==> src/rtl/core/dm_pkg.sv <==
// ----------------------------------------------------------------------------
// dm_pkg: shared definitions for the mono downmix block
// Widths, the frame record handed from the accumulator to the divider,
// queue status, and the divider state encoding.
// ----------------------------------------------------------------------------
package dm_pkg;

  // Block sizing.
  localparam int MAX_CHANNELS = 8;
  localparam int SAMPLE_BITS  = 32;

  // Fixed field widths.
  localparam int DATA_W = 32;
  localparam int CFG_W  = 4;

  // Derived widths.
  localparam int IDX_W  = (MAX_CHANNELS > 1) ? $clog2(MAX_CHANNELS) : 1;
  localparam int CNT_W  = $clog2(MAX_CHANNELS + 1);
  localparam int SUM_W  = SAMPLE_BITS + $clog2(MAX_CHANNELS) + 1;
  localparam int STEP_W = $clog2(SUM_W);

  // Frame queue depth.
  localparam int QUEUE_DEPTH = 2;
  localparam int QPTR_W      = $clog2(QUEUE_DEPTH);
  localparam int QCNT_W      = $clog2(QUEUE_DEPTH + 1);

  // One finished frame: exact sum and count of nonzero samples.
  typedef struct packed {
    logic signed [SUM_W-1:0] sum;
    logic [CNT_W-1:0]        count;
  } dm_frame_t;

  // Push request from the accumulator into the queue.
  typedef struct packed {
    logic      valid;
    dm_frame_t frame;
  } dm_push_t;

  // Queue status seen by both sides.
  typedef struct packed {
    logic full;
    logic empty;
  } dm_qstat_t;

  // Divider sequencer states.
  typedef enum logic [1:0] {
    DM_IDLE,
    DM_DIVIDE,
    DM_DONE
  } dm_state_t;

endpackage

==> src/rtl/core/dm_if.sv <==
// ----------------------------------------------------------------------------
// dm_if: stream channels of the mono downmix block
// Valid/ready channels for the interleaved input samples and the mono output.
// ----------------------------------------------------------------------------
interface dm_sample_if;
  import dm_pkg::*;

  logic                     valid;
  logic                     ready;
  logic signed [DATA_W-1:0] sample;

  modport source (output valid, output sample, input ready);
  modport sink (input valid, input sample, output ready);
endinterface

interface dm_mono_if;
  import dm_pkg::*;

  logic                     valid;
  logic                     ready;
  logic signed [DATA_W-1:0] mono_sample;

  modport source (output valid, output mono_sample, input ready);
  modport sink (input valid, input mono_sample, output ready);
endinterface

==> src/rtl/core/dm_front.sv <==
// ----------------------------------------------------------------------------
// dm_front: frame accumulator
// Accepts one sample per cycle (a frame end stalls while the queue is full),
// tracks channel position, exact sum and nonzero count, queues each frame.
// ----------------------------------------------------------------------------
module dm_front
  import dm_pkg::*;
(
  input  logic             clk,
  input  logic             rst,
  input  logic             cfg_we,
  input  logic [CFG_W-1:0] cfg_wdata,
  dm_sample_if.sink        sample_in,
  input  dm_qstat_t        qstat,
  output dm_push_t         push
);

  logic [CFG_W-1:0]        channel_count;
  logic [IDX_W-1:0]        channel_index;
  logic signed [SUM_W-1:0] frame_sum;
  logic [CNT_W-1:0]        nonzero_count;

  logic [CNT_W:0]          cfg_ext;
  logic [CNT_W:0]          chans;
  logic [CNT_W:0]          pos_next;
  logic                    frame_end;
  logic                    accept;
  logic signed [SUM_W-1:0] sample_ext;
  logic signed [SUM_W-1:0] frame_sum_next;
  logic [CNT_W-1:0]        nonzero_count_next;

  // Clamp the configured channel count to the supported range.
  always_comb begin
    cfg_ext = (CNT_W + 1)'(channel_count);
    if (cfg_ext == '0) begin
      chans = (CNT_W + 1)'(1);
    end else if (cfg_ext > (CNT_W + 1)'(MAX_CHANNELS)) begin
      chans = (CNT_W + 1)'(MAX_CHANNELS);
    end else begin
      chans = cfg_ext;
    end
  end

  // The frame ends when this item reaches the channel count.
  assign pos_next  = (CNT_W + 1)'(channel_index) + (CNT_W + 1)'(1);
  assign frame_end = (pos_next >= chans);

  // Only a frame-ending item needs room in the queue.
  assign sample_in.ready = !frame_end || !qstat.full;
  assign accept          = sample_in.valid && sample_in.ready;

  // Sign-extend the active sample bits and accumulate.
  assign sample_ext         = SUM_W'(signed'(sample_in.sample[SAMPLE_BITS-1:0]));
  assign frame_sum_next     = frame_sum + sample_ext;
  assign nonzero_count_next = nonzero_count + CNT_W'(sample_ext != '0);

  assign push.valid       = accept && frame_end;
  assign push.frame.sum   = frame_sum_next;
  assign push.frame.count = nonzero_count_next;

  // Configuration register.
  always_ff @(posedge clk) begin
    if (rst) begin
      channel_count <= CFG_W'(2);
    end else if (cfg_we) begin
      channel_count <= cfg_wdata;
    end
  end

  // Frame state.
  always_ff @(posedge clk) begin
    if (rst) begin
      channel_index <= '0;
      frame_sum     <= '0;
      nonzero_count <= '0;
    end else if (accept) begin
      if (frame_end) begin
        channel_index <= '0;
        frame_sum     <= '0;
        nonzero_count <= '0;
      end else begin
        channel_index <= IDX_W'(pos_next);
        frame_sum     <= frame_sum_next;
        nonzero_count <= nonzero_count_next;
      end
    end
  end

endmodule

==> src/rtl/core/dm_queue.sv <==
// ----------------------------------------------------------------------------
// dm_queue: frame queue
// Short register FIFO that decouples the accumulator from the divider.
// ----------------------------------------------------------------------------
module dm_queue
  import dm_pkg::*;
(
  input  logic      clk,
  input  logic      rst,
  input  dm_push_t  push,
  input  logic      pop,
  output dm_frame_t head,
  output dm_qstat_t qstat
);

  dm_frame_t         entries [QUEUE_DEPTH];
  logic [QPTR_W-1:0] wr_ptr;
  logic [QPTR_W-1:0] rd_ptr;
  logic [QCNT_W-1:0] fill;

  logic do_push;
  logic do_pop;

  assign qstat.full  = (fill == QCNT_W'(QUEUE_DEPTH));
  assign qstat.empty = (fill == '0);
  assign do_push     = push.valid && !qstat.full;
  assign do_pop      = pop && !qstat.empty;
  assign head        = entries[rd_ptr];

  // Entry storage.
  always_ff @(posedge clk) begin
    if (do_push) begin
      entries[wr_ptr] <= push.frame;
    end
  end

  // Pointers and fill level.
  always_ff @(posedge clk) begin
    if (rst) begin
      wr_ptr <= '0;
      rd_ptr <= '0;
      fill   <= '0;
    end else begin
      if (do_push) begin
        wr_ptr <= (wr_ptr == QPTR_W'(QUEUE_DEPTH - 1)) ? '0 : wr_ptr + QPTR_W'(1);
      end
      if (do_pop) begin
        rd_ptr <= (rd_ptr == QPTR_W'(QUEUE_DEPTH - 1)) ? '0 : rd_ptr + QPTR_W'(1);
      end
      if (do_push && !do_pop) begin
        fill <= fill + QCNT_W'(1);
      end else if (do_pop && !do_push) begin
        fill <= fill - QCNT_W'(1);
      end
    end
  end

  // A push is never offered to a full queue.
  assert property (@(posedge clk) disable iff (rst) push.valid |-> !qstat.full)
    else $error("dm_queue: push while full");

  // The fill level never exceeds the depth.
  assert property (@(posedge clk) disable iff (rst) fill <= QCNT_W'(QUEUE_DEPTH))
    else $error("dm_queue: fill level out of range");

  // The fill level tracks pushes and pops.
  assert property (@(posedge clk) disable iff (rst)
    (do_push && !do_pop) |=> (fill == $past(fill) + QCNT_W'(1)))
    else $error("dm_queue: fill did not follow a push");

endmodule

==> src/rtl/core/dm_back.sv <==
// ----------------------------------------------------------------------------
// dm_back: frame divider
// Takes frames from the queue, divides the sum by the nonzero count one
// quotient bit per cycle, and holds the mono result in an output register.
// ----------------------------------------------------------------------------
module dm_back
  import dm_pkg::*;
(
  input  logic      clk,
  input  logic      rst,
  input  dm_frame_t head,
  input  dm_qstat_t qstat,
  output logic      pop,
  dm_mono_if.source mono_out
);

  dm_state_t state;
  dm_state_t state_next;

  logic [STEP_W-1:0]       step;
  logic [SUM_W-1:0]        quo;
  logic [CNT_W-1:0]        rem;
  logic [CNT_W-1:0]        divisor;
  logic                    neg;
  logic                    out_valid;
  logic signed [DATA_W-1:0] out_data;

  logic [CNT_W:0]          rem_shift;
  logic                    fits;
  logic [CNT_W-1:0]        rem_next;
  logic [SUM_W-1:0]        sum_mag;
  logic [SUM_W-1:0]        quo_signed;
  logic signed [DATA_W-1:0] result;
  logic                    out_free;
  logic                    load_out;
  logic                    last_step;

  assign out_free  = !out_valid || mono_out.ready;
  assign last_step = (step == STEP_W'(SUM_W - 1));

  // Sequencer.
  always_ff @(posedge clk) begin
    if (rst) begin
      state <= DM_IDLE;
    end else begin
      state <= state_next;
    end
  end

  always_comb begin
    state_next = state;
    pop        = 1'b0;
    load_out   = 1'b0;
    unique case (state)
      DM_IDLE: begin
        if (!qstat.empty) begin
          pop        = 1'b1;
          state_next = DM_DIVIDE;
        end
      end
      DM_DIVIDE: begin
        if (last_step) begin
          state_next = DM_DONE;
        end
      end
      DM_DONE: begin
        if (out_free) begin
          load_out   = 1'b1;
          state_next = DM_IDLE;
        end
      end
      default: begin
        state_next = DM_IDLE;
      end
    endcase
  end

  // One restoring division step.
  always_comb begin
    rem_shift = {rem, quo[SUM_W-1]};
    fits      = (rem_shift >= (CNT_W + 1)'(divisor));
    rem_next  = fits ? CNT_W'(rem_shift - (CNT_W + 1)'(divisor)) : CNT_W'(rem_shift);
  end

  // Magnitude of the incoming sum, and the signed, truncated result.
  assign sum_mag    = head.sum[SUM_W-1] ? SUM_W'(-head.sum) : SUM_W'(head.sum);
  assign quo_signed = neg ? SUM_W'(-quo) : quo;
  assign result     = (divisor == '0) ? '0
                    : DATA_W'(signed'(quo_signed[SAMPLE_BITS-1:0]));

  // Divider datapath.
  always_ff @(posedge clk) begin
    if (pop) begin
      quo     <= sum_mag;
      rem     <= '0;
      divisor <= head.count;
      neg     <= head.sum[SUM_W-1];
      step    <= '0;
    end else if (state == DM_DIVIDE) begin
      quo  <= {quo[SUM_W-2:0], fits};
      rem  <= rem_next;
      step <= step + STEP_W'(1);
    end
  end

  // Output register.
  always_ff @(posedge clk) begin
    if (rst) begin
      out_valid <= 1'b0;
    end else if (load_out) begin
      out_valid <= 1'b1;
    end else if (mono_out.ready) begin
      out_valid <= 1'b0;
    end
  end

  always_ff @(posedge clk) begin
    if (load_out) begin
      out_data <= result;
    end
  end

  assign mono_out.valid       = out_valid;
  assign mono_out.mono_sample = out_data;

  // A frame is taken only from a nonempty queue while the divider is free.
  assert property (@(posedge clk) disable iff (rst)
    pop |-> (!qstat.empty && state == DM_IDLE))
    else $error("dm_back: pop from empty queue or while busy");

  // A frame with no nonzero samples carries a zero sum.
  assert property (@(posedge clk) disable iff (rst)
    (pop && head.count == '0) |-> (head.sum == '0))
    else $error("dm_back: zero count with nonzero sum");

  // The division ends after exactly one step per sum bit.
  assert property (@(posedge clk) disable iff (rst)
    (state == DM_DIVIDE && last_step) |=> (state == DM_DONE))
    else $error("dm_back: divider did not finish on the last step");

  // The output register is loaded only when it is free.
  assert property (@(posedge clk) disable iff (rst)
    load_out |-> out_free)
    else $error("dm_back: result overwrote a waiting item");

endmodule

==> src/rtl/core/multichannel_to_mono_downmix_top.sv <==
// ----------------------------------------------------------------------------
// multichannel_to_mono_downmix_top: multichannel to mono downmix
// Averages the nonzero samples of each interleaved frame into one mono item.
// ----------------------------------------------------------------------------
// Interleaved signed samples enter one item per cycle on sample_in, unless a
// frame-ending item waits for room in the queue. Each frame of channel_count
// items (0 counts as 1, values above 8 as 8) gives one item on mono_out: the
// exact frame sum divided by the number of nonzero samples, truncated toward
// zero, or 0 when all samples are zero. Items inside a frame are taken every
// cycle. The divider computes one quotient bit per cycle over the 36-bit sum:
// it loads, takes one step per sum bit, then hands off to the output register
// once free. A two-frame queue between accumulator and divider lets new frames
// accumulate during a division. channel_count is to be written through cfg_we
// and cfg_wdata only while idle, not enforced by the block; reset sets it to 2.
module multichannel_to_mono_downmix_top
  import dm_pkg::*;
(
  input  logic             clk,
  input  logic             rst,
  input  logic             cfg_we,
  input  logic [CFG_W-1:0] cfg_wdata,
  dm_sample_if.sink        sample_in,
  dm_mono_if.source        mono_out
);

  dm_push_t  push;
  dm_frame_t head;
  dm_qstat_t qstat;
  logic      pop;

  // Accumulator side.
  dm_front u_front (
    .clk       (clk),
    .rst       (rst),
    .cfg_we    (cfg_we),
    .cfg_wdata (cfg_wdata),
    .sample_in (sample_in),
    .qstat     (qstat),
    .push      (push)
  );

  // Frame queue.
  dm_queue u_queue (
    .clk   (clk),
    .rst   (rst),
    .push  (push),
    .pop   (pop),
    .head  (head),
    .qstat (qstat)
  );

  // Divider side.
  dm_back u_back (
    .clk      (clk),
    .rst      (rst),
    .head     (head),
    .qstat    (qstat),
    .pop      (pop),
    .mono_out (mono_out)
  );

endmodule

==> src/flat_wrapper.sv <==
// flat-port wrapper written by rule: the top's interface ports become plain ports
module multichannel_to_mono_downmix_top_flat import dm_pkg::*;
  (clk, rst, cfg_we, cfg_wdata, sample_in_valid, sample_in_sample, sample_in_ready, mono_out_valid, mono_out_mono_sample, mono_out_ready);
  dm_sample_if sample_in_i ();
  dm_mono_if mono_out_i ();
  input  logic clk;
  input  logic rst;
  input  logic cfg_we;
  input  logic [CFG_W-1:0] cfg_wdata;
  input wire logic [$bits(sample_in_i.valid)-1:0] sample_in_valid;
  input wire logic [$bits(sample_in_i.sample)-1:0] sample_in_sample;
  output wire logic [$bits(sample_in_i.ready)-1:0] sample_in_ready;
  output wire logic [$bits(mono_out_i.valid)-1:0] mono_out_valid;
  output wire logic [$bits(mono_out_i.mono_sample)-1:0] mono_out_mono_sample;
  input wire logic [$bits(mono_out_i.ready)-1:0] mono_out_ready;
  assign sample_in_i.valid = sample_in_valid;
  assign sample_in_i.sample = sample_in_sample;
  assign sample_in_ready = sample_in_i.ready;
  assign mono_out_valid = mono_out_i.valid;
  assign mono_out_mono_sample = mono_out_i.mono_sample;
  assign mono_out_i.ready = mono_out_ready;
  multichannel_to_mono_downmix_top u_core (.clk(clk), .rst(rst), .cfg_we(cfg_we), .cfg_wdata(cfg_wdata), .sample_in(sample_in_i), .mono_out(mono_out_i));
endmodule
==> config.mk <==
export PLATFORM = sky130hd
export DESIGN_NAME = multichannel_to_mono_downmix_top_flat
export DESIGN_NICKNAME = d
export VERILOG_FILES = /design/src/rtl/core/dm_pkg.sv /design/src/rtl/core/dm_if.sv /design/src/rtl/core/dm_front.sv /design/src/rtl/core/dm_queue.sv /design/src/rtl/core/dm_back.sv /design/src/rtl/core/multichannel_to_mono_downmix_top.sv /design/src/flat_wrapper.sv
export SDC_FILE = /design/constraint.sdc
export NUM_CORES = 1
export LEC_CHECK = 0
export BUFFER_PORTS_ARGS = -buffer_cell sky130_fd_sc_hd__buf_4
export CORE_MARGIN = 2
export CORE_UTILIZATION = 35
export CTS_CLUSTER_SIZE = 25
export DETAILED_ROUTE_END_ITERATION = 8
export GPL_TIMING_DRIVEN = 0
export PLACE_DENSITY = 0.54
export SYNTH_ARGS = -nofsm -noshare
export SYNTH_HDL_FRONTEND = slang
export SYNTH_SLANG_ARGS = --single-unit
==> constraint.sdc <==
create_clock -name clk -period 4.95 [get_ports clk]
set_input_delay 0.495 -clock clk [delete_from_list [all_inputs] [get_ports clk]]
set_output_delay 0.495 -clock clk [all_outputs]
set_load 0.1 [all_outputs]
==> results of run 1 <==
==> cell families after synthesis <==
group / share of synthesized area (%)
AOI/OAI and AO/OA: 14.84
xor gates and xnor gates: 7.988
adders and majority gates: 5.674
buffers and inverters: 2.357
DFF: 50.26
muxes: 3.872
and+or+nand+nor: 15.02
==> routing by layer <==
layer	up-vias	routed length (µm)
met5	-	0
met4	0	347
met3	27	860
met2	136	12270
met1	3970	13660
li1	4344	-
==> critical path: cells and delay by family, from the launching register on <==
family	cells	cell delay, ps
buffers and inverters	5	1490
AND/OR/NAND/NOR	4	1100
flip-flops	1	410
AO/OA/AOI/OAI	3	360
multiplexers	1	270
adder cells (fa/ha/maj)	1	240
XOR/XNOR	1	200
==> sequential cells by signal, indices dropped and copies added, names as in the netlist, named ones only <==
register	cells
u_core.u_queue.entries	80
u_core.u_front.channel_count	4
u_core.u_front.nonzero_count	4
u_core.u_back.state	2
u_core.u_front.frame_sum	36
u_core.u_queue.wr_ptr	1
u_core.u_back.step	6
u_core.u_queue.rd_ptr	1
u_core.u_front.channel_index	3
u_core.u_back.rem	4
u_core.u_back.mono_out.mono_sample	32
u_core.u_back.neg	1
u_core.u_back.divisor	4
u_core.u_back.mono_out.valid	1
u_core.u_back.quo	36
u_core.u_queue.fill	2
==> final timing paths <==
path	start	endpoint	slack, ps
max	register	u_core.u_back.quo[32]$_DFFE_PP_	620
max reg2reg	register	u_core.u_back.quo[32]$_DFFE_PP_	620
min reg2reg	u_core.u_front.frame_sum[29]$_SDFFE_PP0P_	u_core.u_front.frame_sum[29]$_SDFFE_PP0P_	480
min	cfg_wdata[1]	u_core.u_front.channel_count[1]$_SDFFE_PP1P_	180
==> final cells by class <==
type / instances / area [µm²]
buffer: 47 / 196.4
timing repair buffer: 74 / 588.1
tap: 448 / 560.5
multi-input combinational: 834 / 5584
fill: 3297 / 19540
inverter: 22 / 82.58
clock inverter: 11 / 145.1
clock buffer: 33 / 685.7
sequential: 218 / 5896
==> where the power goes <==
| group | total [µW] | internal [µW] | switching (µW) |
|---|---|---|---|
| combinational | 2600 | 980 | 1620 |
| clock | 1860 | 1130 | 735 |
| sequential | 2980 | 2640 | 339 |
==> stage by stage <==
| step | hold slack [ps] | instance area (µm²) | cells | total power, µW | worst slack (ps) |
|---|---|---|---|---|---|
| 3_3_place_gp | 460.3 | 12830 | 1642 | 5572 | -71.88 |
| 3_5_place_dp | 462.1 | 12900 | 1644 | 5637 | -23.01 |
| 5_1_grt | 180.8 | 13740 | 1687 | 8001 | 222.4 |
| 2_1_floorplan | 444.7 | 11730 | 1122 | 4872 | 1086 |
| 6_report | 175.1 | 13740 | 1687 | 7451 | 619.8 |
| 4_1_cts | 161.6 | 13730 | 1688 | 7529 | 97.39 |
==> cells in the final DEF (no fill, tap or decap), drive strengths merged, types with 13 or more instances in the layout <==
master  instances
nor3           31
mux2i          39
dfxtp          65
a22o           21
nor4           18
o21ai          92
a21oi          51
clkbuf         74
nor2          125
nand3          18
ha             50
a22oi          18
nand2          89
inv            21
a21o           15
nand2b         14
nand4          13
xor2           74
buf            80
edfxtp        153
xnor2          33
==> results.cfg, run 1 <==
[critical_path]
cp_max_fo = 19
crit_type = register to register
reg2reg_depth = 15
end_kind = register
startpoint_type = register
slowest_delay_ps = 410
worstPathRequired_ps = 5200
cp_cell_sequence = buf_2 > clkbuf_4 > clkbuf_4 > buf_4 > buf_4 > mux2i_1 > ha_1 > o21ai_0 > nor2_1 > and4_1 > nand3_1 > nor4b_2 > a41oi_1 > xor2_1 > o21ai_1
critPathArrivalTime_ps = 4580
slowest_stage = dfxtp_1

[sta]
relSlewSlack_pct = 13.52
fmax_mhz = 230.9
clock_skew_ps = 14.54
tightest_slew_ps = 1285
rsz0062_at_grt = false
slew_viol_final = 0
finalHoldViolCount = 0
finalCritPeriodShare_pct = 87.48
final.min_clock_period_ps = 4330
tns_ps = 0
setup_viol = 0

[logic_synthesis]
synth_edf_count = 153
synth.most_common_cell = edfxtp_1
avgSynthCellArea_um2 = 10.46
synth_flop_cell = edfxtp_1
synth_area_leaders = edfxtp_1 39%, dfxtp_1 11%, xor2_1 5.5%
yosys_register_bits = 218
synth.top_cell.area_share_pct = 39.16
synth_area_um2 = 11730
yosys_warnings = 0
synth_commonest_cells = 153 x edfxtp_1, 125 x nor2_1, 89 x nand2_1
ys_types = 71
syn_inst = 1122
async_flop_share_pct = 0
syn-num-nets = 1215
synth_area_leader_cell = edfxtp_1
ys_seq_area_share_pct = 50.26

[placement]
dp_hpwl_um = 20630
place_congestion = 0.8380
io_buffers = 72

[routing]
avgRoutedWirePerCell_um = 16.09
vias = 8477
via_per_inst = 5.025
drc = 0
drt_pass1_iterations = 5
ant_nets = 0
drt_iter0_drc = 432
drt_wl_total_um = 27140

[status]
status = finished clean

[clock_network]
cts_hold_buf = 0
cts.reportedPaths.clkPinSlew_ps = 70
root_buffer = clkbuf_16
cts_setup_buffers = 0
ctsResizeCount = 1
cts_buffers = 25
clock_latency_ps = 520
h-tree-depth = 1
cts_tree = done
clock_sinks = 218
clockBufferDepth = 3

[floorplanning]
dieArea_um2 = 35000
start_util_pct = 35.25
die_h_um = 187.1
io_pins = 75
die_x_um = 187.1
rows = 67
fp.coreArea_um2 = 33280

[grt]
antenna_found_initial = 0
busiest_layer = met2
grt_max_degree = 37
grt_overflow_total = 0
use_met2_pct = 25.71
grt_pass1_vias = 8456
met3_usage_pct = 1.764
use_met1_pct = 22.27
grt_pass1_wl_um = 44980
grt_use_total_pct = 15.65

[run]
max_cap_violations = 0

[power]
power_leakage_uw = 0.005174
pwr_density_cell_nw_per_um2 = 542.3
ir_drop_mv = 0.2528

[final_layout]
n_antenna_cell = 0
drive_above_1_share_pct = 12.27
post-route-util_pct = 41.28
finalNetCount = 1315
area_growth_pct = 17.11

[hold_path]
hp-class = input port to register
hold_path_depth = 2
Power figures use the tool's default switching activity.
==> inputs of run 2 (changes only) <==
Settings changed: CTS_BUF_LIST set to sky130_fd_sc_hd__clkbuf_4 sky130_fd_sc_hd__clkbuf_8.
==> results.cfg, run 2 (same netlist as run 1, synthesis figures left out) <==
[status]
status = finished clean

[grt]
grt_max_degree = 37
use_met1_pct = 22.11
met3_usage_pct = 2.814
busiest_layer = met2
use_met2_pct = 25.52
grt_use_total_pct = 15.95
grt_pass1_wl_um = 45440
antenna_found_initial = 0
grt_pass1_vias = 8620
grt_overflow_total = 0

[placement]
post_dp_cell_area_um2 = 12900
io_buffers = 72
placed_cells = 1644
place_congestion = 0.8380
dp_hpwl_um = 20630

[power]
ir_drop_mv = 0.2064
power_leakage_uw = 0.005278
p_total_uw = 7588
pwr_density_cell_nw_per_um2 = 547.5

[final_layout]
fin_area_um2 = 13860
multi_input_area_um2 = 5584
area_growth_pct = 18.14
top_regs = u_core.u_queue.entries (80), u_core.u_back.quo (36), u_core.u_front.frame_sum (36)
top_register = u_core.u_queue.entries
n_antenna_cell = 0
largest_reg_flops = 80
final_cell_mix = 153 x edfxtp_1, 125 x nor2_1, 88 x nand2_1
instances_no_fill = 1720
register_area_um2 = 5896
finalNetCount = 1332
fillerInstances = 3280
drive_above_1_share_pct = 14.47
layout_commonest_cell = edfxtp_1

[routing]
avgRoutedWirePerCell_um = 15.87
via_per_inst = 4.972
drt_pass1_iterations = 5
vias = 8551
drc = 0
ant_nets = 0
drt_wl_total_um = 27300
drt_iter0_drc = 394

[clock_network]
h-tree-depth = 2
clockBufferDepth = 3
cts_buffers = 42
clock_latency_ps = 540
root_buffer = clkbuf_8
cts_tree = done
clock_sinks = 218
cts.reportedPaths.clkPinSlew_ps = 60

[floorplanning]
fp.coreArea_um2 = 33280
die_h_um = 187.1
die_x_um = 187.1
io_pins = 75
rows = 67
dieArea_um2 = 35000
start_util_pct = 35.25

[critical_path]
crit_type = register to register
r2r-end = u_core.u_back.quo[32]$_DFFE_PP_
reg2reg_depth = 15
slowest_stage = dfxtp_1
slowest_delay_ps = 410
cp_max_fo = 19
reg2reg_slack_ps = 600
end_kind = register
startpoint_type = register
worstPathRequired_ps = 5210
cp_cell_sequence = buf_2 > clkbuf_4 > clkbuf_4 > buf_4 > buf_4 > mux2i_1 > ha_1 > o21ai_0 > nor2_1 > and4_1 > nand3_1 > nor4b_2 > a41oi_1 > xor2_1 > o21ai_1
critPathArrivalTime_ps = 4610

[sta]
fmax_mhz = 229.8
rsz0062_at_grt = false
finalCritPeriodShare_pct = 87.90
clock_skew_ps = 18.98
tns_ps = 0
finalHoldViolCount = 0
final.min_clock_period_ps = 4351
setup_viol = 0
relSlewSlack_pct = 9.841
hold_ws_ps = 158.6
slew_viol_final = 0
tightest_slew_ps = 1340

[hold_path]
hp-start = cfg_wdata[1]
whs_endpoint = u_core.u_front.channel_count[1]$_SDFFE_PP1P_
hp-class = input port to register
hold_path_depth = 2

[run]
max_cap_violations = 0
-- run 2: worst max path at each step --
stage          slack, ps  cells after the start     start                         endpoint
6_report             600                     15  register  u_core.u_back.quo[32]$_DFFE_PP_
5_1_grt              210                     15  register  u_core.u_back.quo[32]$_DFFE_PP_
4_1_cts               80                     16  register  u_core.u_back.quo[32]$_DFFE_PP_
3_5_place_dp         -20                     16  register  u_core.u_back.quo[32]$_DFFE_PP_
3_3_place_gp         -70                     16  register  u_core.u_back.quo[32]$_DFFE_PP_
2_1_floorplan       1090                     16  register  u_core.u_back.quo[32]$_DFFE_PP_
-- run 2: what timing repair did --
action                                  CTS  global route
hold buffers                              0             0
pin swaps                                 0             0
endpoints found under the setup margin    1             3
gates resized for setup                   1             3
setup buffers                             0             0
endpoints found under the hold margin     0             0
-- run 2: cell type report --
cell class / instances / share of cell area (%)
sequential: 218 / 42.54
multi-input combinational: 834 / 40.29
clock buffer: 54 / 4.956
timing repair buffer: 74 / 4.243
tap: 448 / 4.044
clock inverter: 23 / 1.914
buffer: 47 / 1.417
inverter: 22 / 0.5958
-- run 2: metrics by stage --
stage | utilization (%) | setup WS (ps)
floorplan | - | 1086
global placement | 38.56 | -71.88
detailed placement | 38.76 | -23.01
CTS | 41.63 | 78.62
global route | 41.64 | 209.4
finish | 41.64 | 598.9
-- run 2: where the power goes --
group	switching [µW]	total (µW)	internal (µW)
clock network	779	2010	1230
registers	338	2980	2640
logic	1620	2600	980
-- run 2: routing by layer --
metal,wire length (µm),vias up
met3,1151,37
li1,-,4398
met1,13480,3964
met2,12150,152
met5,0,-
met4,518,0
-- run 2: critical path: cells and delay by family, from the launching register on --
kind / cells / cell delay, ps
muxes: 1 / 270
DFF: 1 / 410
AOI/OAI and AO/OA: 3 / 370
xor gates and xnor gates: 1 / 200
and+or+nand+nor: 4 / 1090
buffers and inverters: 5 / 1490
adders and majority gates: 1 / 240
